==> src/rtl/assert_macros.svh <==
// Assertion helpers used by the top-level RTL file.
`ifndef ASSERT_MACROS_SVH
`define ASSERT_MACROS_SVH

// Same-cycle implication, disabled while reset is asserted.
`define ASSERT_SAME(label, clk, rst_n, ante, cons) \
  label: assert property (@(posedge clk) disable iff (!(rst_n)) (ante) |-> (cons)) \
    else $error("same-cycle check failed");

// Next-cycle implication, disabled while reset is asserted.
`define ASSERT_NEXT(label, clk, rst_n, ante, cons) \
  label: assert property (@(posedge clk) disable iff (!(rst_n)) (ante) |=> (cons)) \
    else $error("next-cycle check failed");

`endif

==> src/rtl/hkrb_pkg.sv <==
`default_nettype none

package hkrb_pkg;

  // Input function codes.
  typedef enum logic [1:0] {
    FUNC_PRESS       = 2'd0,
    FUNC_RELEASE     = 2'd1,
    FUNC_WRITE       = 2'd2,
    FUNC_RELEASE_ALL = 2'd3
  } hkrb_func_t;

  // Operation that the datapath performs in a given cycle.
  typedef enum logic [1:0] {
    OP_NONE,
    OP_PRESS,
    OP_RELEASE,
    OP_CLEAR
  } hkrb_op_t;

  // Controller states.
  typedef enum logic [2:0] {
    ST_IDLE,
    ST_PRESS,
    ST_WRITE_PRESS,
    ST_RELEASE,
    ST_CLEAR
  } hkrb_state_t;

  // Command from the controller to the datapath.
  typedef struct packed {
    logic     load;
    hkrb_op_t op;
    logic     last;
  } hkrb_cmd_t;

  localparam logic [7:0] RAW_BASE   = 8'd136;
  localparam logic [7:0] MOD_BASE   = 8'd128;
  localparam logic [7:0] SHIFT_MARK = 8'h80;
  localparam logic [7:0] LEFT_SHIFT = 8'h02;
  localparam logic [7:0] USAGE_MASK = 8'h7F;
  localparam logic [7:0] NO_USAGE   = 8'h00;

  // US layout ASCII to usage table; bit 7 marks characters that need left shift.
  localparam logic [7:0] US_MAP [128] = '{
    8'h00, 8'h00, 8'h00, 8'h00, 8'h00, 8'h00, 8'h00, 8'h00,
    8'h2a, 8'h2b, 8'h28, 8'h00, 8'h00, 8'h00, 8'h00, 8'h00,
    8'h00, 8'h00, 8'h00, 8'h00, 8'h00, 8'h00, 8'h00, 8'h00,
    8'h00, 8'h00, 8'h00, 8'h00, 8'h00, 8'h00, 8'h00, 8'h00,
    8'h2c, 8'h9e, 8'hb4, 8'ha0, 8'ha1, 8'ha2, 8'ha4, 8'h34,
    8'ha6, 8'ha7, 8'ha5, 8'hae, 8'h36, 8'h2d, 8'h37, 8'h38,
    8'h27, 8'h1e, 8'h1f, 8'h20, 8'h21, 8'h22, 8'h23, 8'h24,
    8'h25, 8'h26, 8'hb3, 8'h33, 8'hb6, 8'h2e, 8'hb7, 8'hb8,
    8'h9f, 8'h84, 8'h85, 8'h86, 8'h87, 8'h88, 8'h89, 8'h8a,
    8'h8b, 8'h8c, 8'h8d, 8'h8e, 8'h8f, 8'h90, 8'h91, 8'h92,
    8'h93, 8'h94, 8'h95, 8'h96, 8'h97, 8'h98, 8'h99, 8'h9a,
    8'h9b, 8'h9c, 8'h9d, 8'h2f, 8'h31, 8'h30, 8'ha3, 8'had,
    8'h35, 8'h04, 8'h05, 8'h06, 8'h07, 8'h08, 8'h09, 8'h0a,
    8'h0b, 8'h0c, 8'h0d, 8'h0e, 8'h0f, 8'h10, 8'h11, 8'h12,
    8'h13, 8'h14, 8'h15, 8'h16, 8'h17, 8'h18, 8'h19, 8'h1a,
    8'h1b, 8'h1c, 8'h1d, 8'haf, 8'hb1, 8'hb0, 8'hb5, 8'h00
  };

endpackage

`default_nettype wire

==> src/rtl/hkrb_ctrl.sv <==
`default_nettype none

module hkrb_ctrl import hkrb_pkg::*; (
  input  wire logic       clk,
  input  wire logic       rst_n,
  input  wire logic       start,
  input  wire logic [1:0] in_func,
  output logic            busy,
  output hkrb_cmd_t       cmd
);

  hkrb_state_t state_r;
  hkrb_state_t state_nxt;

  // State register.
  always_ff @(posedge clk) begin
    if (!rst_n) begin
      state_r <= ST_IDLE;
    end else begin
      state_r <= state_nxt;
    end
  end

  // Next state and datapath commands.
  always_comb begin
    state_nxt = state_r;
    busy      = 1'b1;
    cmd.load  = 1'b0;
    cmd.op    = OP_NONE;
    cmd.last  = 1'b1;
    case (state_r)
      ST_IDLE: begin
        busy = 1'b0;
        if (start) begin
          cmd.load = 1'b1;
          case (hkrb_func_t'(in_func))
            FUNC_PRESS:       state_nxt = ST_PRESS;
            FUNC_RELEASE:     state_nxt = ST_RELEASE;
            FUNC_WRITE:       state_nxt = ST_WRITE_PRESS;
            FUNC_RELEASE_ALL: state_nxt = ST_CLEAR;
            default:          state_nxt = ST_IDLE;
          endcase
        end
      end
      ST_PRESS: begin
        cmd.op    = OP_PRESS;
        state_nxt = ST_IDLE;
      end
      // First half of a write; the release follows with the final result.
      ST_WRITE_PRESS: begin
        cmd.op    = OP_PRESS;
        cmd.last  = 1'b0;
        state_nxt = ST_RELEASE;
      end
      ST_RELEASE: begin
        cmd.op    = OP_RELEASE;
        state_nxt = ST_IDLE;
      end
      ST_CLEAR: begin
        cmd.op    = OP_CLEAR;
        state_nxt = ST_IDLE;
      end
      default: begin
        state_nxt = ST_IDLE;
      end
    endcase
  end

endmodule

`default_nettype wire

==> src/rtl/hkrb_dp.sv <==
`default_nettype none

module hkrb_dp import hkrb_pkg::*; #(
  parameter int SLOT_COUNT = 6
) (
  input  wire logic       clk,
  input  wire logic       rst_n,
  input  wire hkrb_cmd_t  cmd,
  input  wire logic [7:0] in_key,
  output logic            out_strobe,
  output logic [7:0]      out_modifiers,
  output logic [7:0]      out_slot_zero,
  output logic [7:0]      out_slot_one,
  output logic [7:0]      out_slot_two,
  output logic [7:0]      out_slot_three,
  output logic [7:0]      out_slot_four,
  output logic [7:0]      out_slot_five,
  output logic            out_report_sent,
  output logic            out_ok,
  output logic            out_error_flag,
  output logic            out_last
);

  // Report state.
  logic [7:0] key_r;
  logic [7:0] mod_r;
  logic [7:0] mod_nxt;
  logic [7:0] slots_r   [SLOT_COUNT];
  logic [7:0] slots_nxt [SLOT_COUNT];
  logic       err_r;
  logic       err_nxt;

  // Decoded key.
  logic       is_raw;
  logic       is_mod;
  logic       is_ascii;
  logic [7:0] map_code;
  logic       unmapped;
  logic [7:0] mod_mask;
  logic [7:0] usage;
  logic       present;
  logic       placed;
  logic       act_ok;

  // Result registers.
  logic       strobe_r;
  logic [7:0] res_mod_r;
  logic [7:0] res_slot_r [6];
  logic [7:0] view       [6];
  logic       res_ok_r;
  logic       res_err_r;
  logic       res_last_r;

  // Key capture at acceptance.
  always_ff @(posedge clk) begin
    if (cmd.load) begin
      key_r <= in_key;
    end
  end

  // Key decode: raw usage, modifier bit or table lookup.
  always_comb begin
    is_raw   = (key_r >= RAW_BASE);
    is_mod   = (key_r >= MOD_BASE) && !is_raw;
    is_ascii = !key_r[7];
    map_code = US_MAP[key_r[6:0]];
    unmapped = is_ascii && (map_code == NO_USAGE);
    mod_mask = is_mod ? (8'h01 << key_r[2:0]) : 8'h00;
    if (is_ascii && ((map_code & SHIFT_MARK) != NO_USAGE)) begin
      mod_mask = mod_mask | LEFT_SHIFT;
    end
    if (is_raw) begin
      usage = key_r - RAW_BASE;
    end else if (is_ascii) begin
      usage = map_code & USAGE_MASK;
    end else begin
      usage = NO_USAGE;
    end
  end

  // Report update for the commanded operation.
  always_comb begin
    mod_nxt = mod_r;
    err_nxt = err_r;
    act_ok  = 1'b0;
    present = 1'b0;
    placed  = 1'b0;
    for (int i = 0; i < SLOT_COUNT; i++) begin
      slots_nxt[i] = slots_r[i];
      if (slots_r[i] == usage) begin
        present = 1'b1;
      end
    end
    case (cmd.op)
      OP_PRESS: begin
        if (unmapped) begin
          err_nxt = 1'b1;
        end else begin
          mod_nxt = mod_r | mod_mask;
          if (present) begin
            act_ok = 1'b1;
          end else begin
            // Fill the first empty slot.
            for (int i = 0; i < SLOT_COUNT; i++) begin
              if (!placed && (slots_r[i] == NO_USAGE)) begin
                slots_nxt[i] = usage;
                placed       = 1'b1;
              end
            end
            act_ok = placed;
            if (!placed) begin
              err_nxt = 1'b1;
            end
          end
        end
      end
      OP_RELEASE: begin
        if (!unmapped) begin
          act_ok  = 1'b1;
          mod_nxt = mod_r & ~mod_mask;
          for (int i = 0; i < SLOT_COUNT; i++) begin
            if ((usage != NO_USAGE) && (slots_r[i] == usage)) begin
              slots_nxt[i] = NO_USAGE;
            end
          end
        end
      end
      OP_CLEAR: begin
        act_ok  = 1'b1;
        mod_nxt = 8'h00;
        for (int i = 0; i < SLOT_COUNT; i++) begin
          slots_nxt[i] = NO_USAGE;
        end
      end
      default: begin
        act_ok = 1'b0;
      end
    endcase
  end

  // Report state registers.
  always_ff @(posedge clk) begin
    if (!rst_n) begin
      mod_r <= 8'h00;
      err_r <= 1'b0;
      for (int i = 0; i < SLOT_COUNT; i++) begin
        slots_r[i] <= NO_USAGE;
      end
    end else begin
      mod_r <= mod_nxt;
      err_r <= err_nxt;
      for (int i = 0; i < SLOT_COUNT; i++) begin
        slots_r[i] <= slots_nxt[i];
      end
    end
  end

  // The six report slots; slots past the configured count read as empty.
  for (genvar g = 0; g < 6; g++) begin : g_view
    if (g < SLOT_COUNT) begin : g_live
      assign view[g] = slots_nxt[g];
    end else begin : g_empty
      assign view[g] = NO_USAGE;
    end
  end

  // Result strobe.
  always_ff @(posedge clk) begin
    if (!rst_n) begin
      strobe_r <= 1'b0;
    end else begin
      strobe_r <= (cmd.op != OP_NONE);
    end
  end

  // Result payload, captured with the state it reports.
  always_ff @(posedge clk) begin
    if (cmd.op != OP_NONE) begin
      res_mod_r  <= mod_nxt;
      res_ok_r   <= act_ok;
      res_err_r  <= err_nxt;
      res_last_r <= cmd.last;
      for (int j = 0; j < 6; j++) begin
        res_slot_r[j] <= view[j];
      end
    end
  end

  assign out_strobe      = strobe_r;
  assign out_modifiers   = res_mod_r;
  assign out_slot_zero   = res_slot_r[0];
  assign out_slot_one    = res_slot_r[1];
  assign out_slot_two    = res_slot_r[2];
  assign out_slot_three  = res_slot_r[3];
  assign out_slot_four   = res_slot_r[4];
  assign out_slot_five   = res_slot_r[5];
  assign out_report_sent = res_ok_r;
  assign out_ok          = res_ok_r;
  assign out_error_flag  = res_err_r;
  assign out_last        = res_last_r;

endmodule

`default_nettype wire

==> src/rtl/hid_keyboard_report_builder.sv <==
// Channel   | Handshake                 | Payload
// ----------+---------------------------+------------------------------------------
// input     | start, busy               | in_func, in_key
// result    | out_strobe (one cycle)    | out_modifiers, out_slot_*, out_report_sent,
//           |                           | out_ok, out_error_flag, out_last
//
// Press, release and release-all give one result strobe each; write gives two: the
// press result with out_last low, then the release result. The controller walks one
// operation per cycle through the shared report update logic, and busy is low again
// in the cycle the final result is shown.
// Reset (rst_n low, synchronous) empties the report and clears the error flag.
// The receiver cannot stall; each result is shown for one cycle only.
`default_nettype none

`include "assert_macros.svh"

module hid_keyboard_report_builder import hkrb_pkg::*; #(
  parameter int SLOT_COUNT = 6
) (
  input  wire logic       clk,
  input  wire logic       rst_n,
  input  wire logic       start,
  output logic            busy,
  input  wire logic [1:0] in_func,
  input  wire logic [7:0] in_key,
  output logic            out_strobe,
  output logic [7:0]      out_modifiers,
  output logic [7:0]      out_slot_zero,
  output logic [7:0]      out_slot_one,
  output logic [7:0]      out_slot_two,
  output logic [7:0]      out_slot_three,
  output logic [7:0]      out_slot_four,
  output logic [7:0]      out_slot_five,
  output logic            out_report_sent,
  output logic            out_ok,
  output logic            out_error_flag,
  output logic            out_last
);

  hkrb_cmd_t cmd;
  logic      accept;

  assign accept = start && !busy;

  // Sequencer for the operations of one transaction.
  hkrb_ctrl u_ctrl (
    .clk     (clk),
    .rst_n   (rst_n),
    .start   (start),
    .in_func (in_func),
    .busy    (busy),
    .cmd     (cmd)
  );

  // Report state, update logic and result registers.
  hkrb_dp #(
    .SLOT_COUNT (SLOT_COUNT)
  ) u_dp (
    .clk             (clk),
    .rst_n           (rst_n),
    .cmd             (cmd),
    .in_key          (in_key),
    .out_strobe      (out_strobe),
    .out_modifiers   (out_modifiers),
    .out_slot_zero   (out_slot_zero),
    .out_slot_one    (out_slot_one),
    .out_slot_two    (out_slot_two),
    .out_slot_three  (out_slot_three),
    .out_slot_four   (out_slot_four),
    .out_slot_five   (out_slot_five),
    .out_report_sent (out_report_sent),
    .out_ok          (out_ok),
    .out_error_flag  (out_error_flag),
    .out_last        (out_last)
  );

  // A non-final result is always followed directly by the final one.
  `ASSERT_NEXT(a_write_pair, clk, rst_n, out_strobe && !out_last, out_strobe && out_last)
  // No result appears in the cycle right after a transaction is accepted.
  `ASSERT_NEXT(a_no_early_result, clk, rst_n, accept, !out_strobe)
  // The final result coincides with the controller being free again.
  `ASSERT_SAME(a_last_frees, clk, rst_n, out_strobe && out_last, !busy)

endmodule

`default_nettype wire

==> config.mk <==
export PLATFORM = sky130hd
export DESIGN_NAME = hid_keyboard_report_builder
export DESIGN_NICKNAME = d
export VERILOG_FILES = /design/src/rtl/hkrb_pkg.sv /design/src/rtl/hkrb_ctrl.sv /design/src/rtl/hkrb_dp.sv /design/src/rtl/hid_keyboard_report_builder.sv
export VERILOG_INCLUDE_DIRS = /design/src /design/src/rtl
export SDC_FILE = /design/constraint.sdc
export NUM_CORES = 1
export LEC_CHECK = 0
export BUFFER_PORTS_ARGS = -buffer_cell sky130_fd_sc_hd__clkbuf_2
export CAP_MARGIN = 40
export CORE_MARGIN = 5
export CORE_UTILIZATION = 45
export CTS_BUF_LIST = sky130_fd_sc_hd__clkbuf_4
export CTS_CLUSTER_SIZE = 20
export DETAILED_ROUTE_END_ITERATION = 10
export MAX_ROUTING_LAYER = met4
export PLACE_DENSITY = 0.66
export REMOVE_ABC_BUFFERS = 1
export SLEW_MARGIN = 0
export SYNTH_ARGS = -nofsm -noshare
export SYNTH_HDL_FRONTEND = slang
export SYNTH_SLANG_ARGS = --single-unit
==> constraint.sdc <==
create_clock -name clk -period 5.43 [get_ports clk]
set_input_delay 1.086 -clock clk [delete_from_list [all_inputs] [get_ports clk]]
set_output_delay 1.086 -clock clk [all_outputs]
set_load 0.005 [all_outputs]
After elaboration in Yosys (flattened, before gate mapping)
Memory sizes are Yosys's and may differ from the RTL's.
Index checks and enable logic that the tools add are counted.
{"block": "totals", "ram_bits": 96, "input_bits": 13, "wordCells": 158, "reg_bits": 32, "romBits": 1024, "memories": 3, "output_inout_bits": 62, "latchBits": 0}
{"name": "(no name shown)", "words": 128, "word_bits": 8, "read_ports": 1, "rd_ports_with_merged_regs": 0, "write_ports": 0, "line": "hkrb_dp.sv:66", "text": "map_code = US_MAP[key_r[6:0]];"}
{"name": "u_dp.res_slot_r", "words": 6, "word_bits": 8, "read_ports": 6, "rd_ports_with_merged_regs": 0, "write_ports": 6, "line": "hkrb_dp.sv:48", "text": "logic [7:0] res_slot_r [6];"}
{"name": "u_dp.slots_r", "words": 6, "word_bits": 8, "read_ports": 6, "rd_ports_with_merged_regs": 0, "write_ports": 6, "line": "hkrb_dp.sv:28", "text": "logic [7:0] slots_r [SLOT_COUNT];"}
{"block": "classes", "n_addsub": 1, "eq_ne": 17, "multipliers": 0, "shift": 1, "n_lt_le_gt_ge": 3, "n_reduce_logical": 33, "bitwise_logic": 10, "div": 0, "muxes": 81}
{"cell": "$mux W8", "count": 24}
{"cell": "$mux W48", "count": 3}
{"cell": "$pmux W48 S3", "count": 1}
{"cell": "$logic_not A8 Y1", "count": 7}
{"cell": "$eq A8 B8 Y1", "count": 6}
{"cell": "$mux W1", "count": 45}
{"cell": "$ge A8 B8 Y1 const B", "count": 3}
{"cell": "$pmux W8 S3", "count": 1}
{"cell": "$logic_and A1 B1 Y1", "count": 14}
{"cell": "$pmux W3 S4", "count": 1}
{"cell": "$and A8 B8 Y8", "count": 1}
{"cell": "$eq A2 B2 Y1 const B", "count": 4}
{"cell": "$not A7 Y8", "count": 1}
{"cell": "$not A8 Y8", "count": 1}
{"cell": "$or A8 B8 Y8", "count": 1}
{"cell": "$reduce_bool A8 Y1", "count": 1}
{"cell": "$shl A1 B3 Y8 const A", "count": 1}
{"cell": "$sub A8 B8 Y8 const B", "count": 1}
{"cell": "$logic_not A1 Y1", "count": 7}
{"cell": "$mux W7", "count": 1}
{"cell": "$eq A3 B2 Y1 const B", "count": 2}
{"cell": "$or A1 B1 Y1", "count": 6}
{"cell": "$pmux W2 S3", "count": 1}
{"cell": "$pmux W3 S2", "count": 1}
{"cell": "other kinds (11)", "count": 12}

Longest topological paths before layout
{"block": "depth", "depth_word": 50, "ltp_mapped": 17, "depth_no_buf": 12}

Cells and area by module
A second synthesis with hierarchy kept.
{"block": "unflattened", "cells_unflattened": 758, "hier_area_um2": 7483.4}
{"module": "hkrb_dp", "seq_area_each_um2": 3173.0, "area_per_inst_um2": 7263.2, "cells_each": 732, "instances": 1}
{"module": "hkrb_ctrl", "seq_area_each_um2": 60.1, "area_per_inst_um2": 220.2, "cells_each": 26, "instances": 1}

Least setup slack after synthesis
No wires, ideal clock.
{"block": "synth_path", "path_kind": "register to register", "start": "register u_ctrl.state_r[1]", "end": "memory u_dp.res_slot_r[1][1], data pin", "path_stages_with_launch": 7, "setup_ps": 131, "t_arrival_ps": 4505, "n_path_buf": 1, "period_less_slack_ps": 4636, "path_slack_ps": 794, "required_time_ps": 5299, "path_cell_list": "dfxtp_1 -> clkbuf_1 -> nor2_1 -> xnor2_1 -> and3_1 -> a31o_2 -> and2_1"}
{"element": "start, declared", "line": "hkrb_ctrl.sv:12", "text": "hkrb_state_t state_r;"}
{"element": "start signal, assigned", "line": "hkrb_ctrl.sv:20", "text": "state_r <= state_nxt;"}
{"element": "end, declared", "line": "hkrb_dp.sv:48"}

==> results <==
- The flow ran to the end, and the final reports show no timing, DRC or antenna violations.
- The number of global-route vias before repair came to 5892.
- The largest net degree at the start of global routing is 46.
- The worst-case IR drop observed on VDD is 0.1141 mV.
- Synthesis handed over a netlist of 739 instances.
- In this run the cell area measured after placement is 0.007717 mm^2.
- The count of nets left with antenna violations once routing finished came out at 0.
- After detailed routing, the number of vias per cell comes to 6.060.
- The total negative slack is 0 ps.
- The endpoint identified for the worst register-to-register timing path is u_dp.res_slot_r[0][0].
- The arrival time at the worst endpoint is 5190 ps.
- The storage element area is 0.003233 mm^2.
- After the first detailed-routing iteration, the DRC count stood at 922.
- Once layout is done, the placed cells without fillers occupy 0.008000 mm^2.
- After clock tree synthesis, the setup repair step added 0 buffers.
- After global routing the overflow that remains totals 0.
- For this run, the number of Yosys warnings is 0.
- The cell area power density is 306.2 mW/mm^2.
- Each instance of the synthesized netlist takes up on average 9.818 um^2.
- In the post-synthesis netlist, the cell with the most instances is sky130_fd_sc_hd__nand2_1.
- The share of the Yosys chip area taken by registers is 44.56%.
- The initial antenna violation count is 1.
- The residual DRC count is 0.
- The type of element capturing the critical path is a register.
- In this run, post-CTS hold repair placed 0 buffers.
- The reg2reg setup slack is 580 ps.
- Following the worst setup path forward leads to its endpoint at u_dp.res_slot_r[0][0].
- The number of fillers in the final layout is 1476.
- The leading register cell type out of synthesis is sky130_fd_sc_hd__edfxtp_1.
- The share of the synthesized area in the top cell type is 27.73%.
- The cell accounting for the most synthesized area is sky130_fd_sc_hd__edfxtp_1.
- The estimated wirelength of the detail-placed design is 14.17 mm.
- After detailed routing, the average wire length per cell comes to 20.11 um.
- The vias after detailed routing is 6193.
- The first detailed-routing pass ran for 6 iterations.
- The startpoint of the most critical register-to-register path is u_dp.key_r[1].
- The critical path class is reg2reg.
- The area used by multi-input combinational logic is 0.003626 mm^2.
- The worst clock skew on the final layout is 28.83 ps.
- The leakage power total is 3.120 nW.
- On the worst path, the slowest cell contributes a delay of 690 ps.
- The initial utilization of the core area, before any placement, comes to 45.84%.
- In this run the tool buffered the top-level ports with 74 buffer cells.
- By area the synthesized netlist is led by sky130_fd_sc_hd__edfxtp_1 (28%), sky130_fd_sc_hd__dfxtp_1 (17%), sky130_fd_sc_hd__nand2_1 (3.7%).
- Row generation in the floorplan step produced 46 rows.
- The worst slew margin relative to its limit is 42.90%.
- The highest clock rate is 0.2062 GHz.
- The number of ports placed on the die boundary is 75.
- The tightest min-delay check is of the reg2reg type.
- The slowest stage of the critical path belongs to the cell sky130_fd_sc_hd__o32ai_4.
- The completed layout was analyzed and its total power is 2.450 mW.
- The worst setup path startpoint is u_dp.key_r[1].
- From synthesis to final layout, the design area changed by 10.26%.
- Yosys mapped a number of flops with a built-in enable equal to 67.
- After clock tree synthesis, the clock-pin slew on the worst setup and hold paths is 120 ps.
- In the final layout, the share of cells above drive strength 1 is 18.53%.
- The die is 137.0 um tall.
- Counting distinct cell types in the post-synthesis netlist gives 85.
- The top fanout value on the critical path is 17.
- At the later pin of the worst-skew pair, clock insertion delay measures 590 ps.
- The synthesized flop and latch total is 128.
- Measured in cells, the most critical reg-to-reg path has a length of 13.
- The cell area that synthesis handed to floorplanning was 0.007256 mm^2.
- The die outline width is 137.0 um.
- The max-capacitance violation count is 0.
- The clock tree synthesis step divided the H-tree into 4 levels.
- The post-CTS resize count is 0.
- For the pin with the worst max-slew slack, the measured transition is 856.5 ps.
- In the final design database the tool counted 817 nets.
- TritonCTS built the clock tree.
- The final layout contains routed wiring with a total length of 20.55 mm.
- The worst path uses 89.33% of the clock period.
- STA puts the critical path data required time at 5770 ps.
- The die covers 0.01876 mm^2.
- Setup violations remaining at the end of the flow were counted as 0.
- The max-slew violation count is 0.
- The startpoint type of the worst setup path is a register.
- The commonest cells after synthesis are sky130_fd_sc_hd__nand2_1 (72), sky130_fd_sc_hd__edfxtp_1 (67), sky130_fd_sc_hd__dfxtp_1 (61).
- The overall global routing resource usage is 23.01%.
- The total clock buffers created by CTS is 17.
- The clock net in this run drives a total of 128 sinks.
- Walking the worst path, the cells encountered are inv_1 -> ha_1 -> nor2_1 -> a2111o_1 -> o311a_1 -> o32ai_4 -> xor2_1 -> nor4_1 -> nand4_1 -> and4_1 -> buf_8 -> and3_1 -> a22o_1.
- The core region is 0.01583 mm^2.
- The library cell used as clock root buffer is sky130_fd_sc_hd__clkbuf_4.
- Counting flops with an async set or reset pin after synthesis yields a share of 0%.
- The number of hold-slack violations in the final timing report is 0.
- The wire length of the first global-routing pass is 32.38 mm.
- Setup repair after global routing left no endpoint under its margin.
- The final critical delay including setup and external delays is 4850 ps.
- The maximum buffer depth of the clock tree is 2.
- The routability-driven placement congestion ratio is 0.9425.
stage by stage:
step | setup WS (ps) | hold WS (ps) | util [%] | std cells
after CTS | 672.9 | 525.9 | 50.51 | 1020
after global routing | 250.0 | 538.4 | 50.53 | 1021
after global placement | 649.0 | 493.0 | 48.55 | 985
final | 579.5 | 525.7 | 50.55 | 1022
after detailed placement | 691.2 | 506.4 | 48.76 | 988
after floorplan | 902.0 | 473.8 | - | 683
where the power goes:
part           switching (mW)  total, mW  internal [mW]  leakage [nW]
Clock                   0.390      0.674          0.284         0.151
Combinational           0.390      0.611          0.221          1.83
Sequential             0.0550       1.16           1.11          1.14
final cells by class:
| class | instances | area share, % |
|---|---|---|
| Multi-Input combinational cell | 530 | 45.32 |
| Sequential cell | 128 | 40.41 |
| Timing Repair Buffer | 89 | 6.178 |
| Tap cell | 216 | 3.378 |
| Clock buffer | 19 | 1.783 |
| Clock inverter | 13 | 1.689 |
| Inverter | 25 | 1.173 |
| Antenna cell | 2 | 0.06256 |
routing by layer:
| metal | track usage [%] | wire length, um |
|---|---|---|
| met5 | - | 0 |
| met4 | 8.149 | 486 |
| met3 | 5.515 | 1611 |
| met2 | 34.52 | 9569 |
| met1 | 30.47 | 8888 |
sequential cells by signal (all words and copies together) (netlist names):
name	count
u_ctrl.state_r	3
u_dp.err_r	1
u_dp.key_r	8
u_dp.mod_r	8
u_dp.out_error_flag	1
u_dp.out_last	1
u_dp.out_modifiers	8
u_dp.out_ok	1
u_dp.out_strobe	1
u_dp.res_slot_r	48
u_dp.slots_r	48
critical path, delay by kind of cell (launching register included):
kind | cells | cell delay, ps
compound gates | 4 | 1480
fa+ha+maj | 1 | 560
xor+xnor | 1 | 160
simple gates | 5 | 1260
flops | 1 | 600
buf+inv | 2 | 540
placed cells by master (no fill, tap or decap), types with 5 or more instances in the layout:
cell	instances
sky130_fd_sc_hd__a21oi_1	29
sky130_fd_sc_hd__a221oi_1	9
sky130_fd_sc_hd__a22o_1	15
sky130_fd_sc_hd__a31oi_1	5
sky130_fd_sc_hd__a32o_1	16
sky130_fd_sc_hd__and2_1	22
sky130_fd_sc_hd__and3_1	6
sky130_fd_sc_hd__buf_4	13
sky130_fd_sc_hd__clkbuf_2	74
sky130_fd_sc_hd__clkbuf_4	19
sky130_fd_sc_hd__dfxtp_1	61
sky130_fd_sc_hd__edfxtp_1	67
sky130_fd_sc_hd__ha_1	13
sky130_fd_sc_hd__inv_1	24
sky130_fd_sc_hd__mux2i_1	12
sky130_fd_sc_hd__nand2_1	72
sky130_fd_sc_hd__nand2b_1	15
sky130_fd_sc_hd__nand3_1	22
sky130_fd_sc_hd__nand4_1	17
sky130_fd_sc_hd__nor2_1	50
sky130_fd_sc_hd__nor2b_1	12
sky130_fd_sc_hd__nor3_1	21
sky130_fd_sc_hd__nor4_1	18
sky130_fd_sc_hd__o2111ai_1	5
sky130_fd_sc_hd__o21a_1	9
sky130_fd_sc_hd__o21ai_0	9
sky130_fd_sc_hd__o21ai_1	11
sky130_fd_sc_hd__o22ai_1	9
sky130_fd_sc_hd__xnor2_1	19
sky130_fd_sc_hd__xor2_1	19
logic make-up after synthesis:
| kind of cell | count (synthesis) | synth area share (%) |
|---|---|---|
| multiplexers | 14 | 1.966 |
| AO/OA/AOI/OAI | 176 | 19.66 |
| adder cells (fa/ha/maj) | 13 | 2.242 |
| flip-flops | 128 | 44.56 |
| buffers and inverters | 81 | 5.570 |
| AND/OR/NAND/NOR | 288 | 21.30 |
| XOR/XNOR | 39 | 4.708 |
worst min path at each step:
stage,slack [ps],start,cells after the start,to
after floorplan,470,u_dp.err_r,2,u_dp.err_r
after global placement,490,u_dp.slots_r[0][36],2,u_dp.slots_r[0][36]
after detailed placement,510,u_dp.err_r,2,u_dp.err_r
after CTS,530,u_dp.slots_r[0][36],2,u_dp.slots_r[0][36]
after global routing,540,u_dp.slots_r[0][36],2,u_dp.slots_r[0][36]
final,530,u_dp.slots_r[0][36],2,u_dp.slots_r[0][36]
Power figures use the tool's default switching activity.
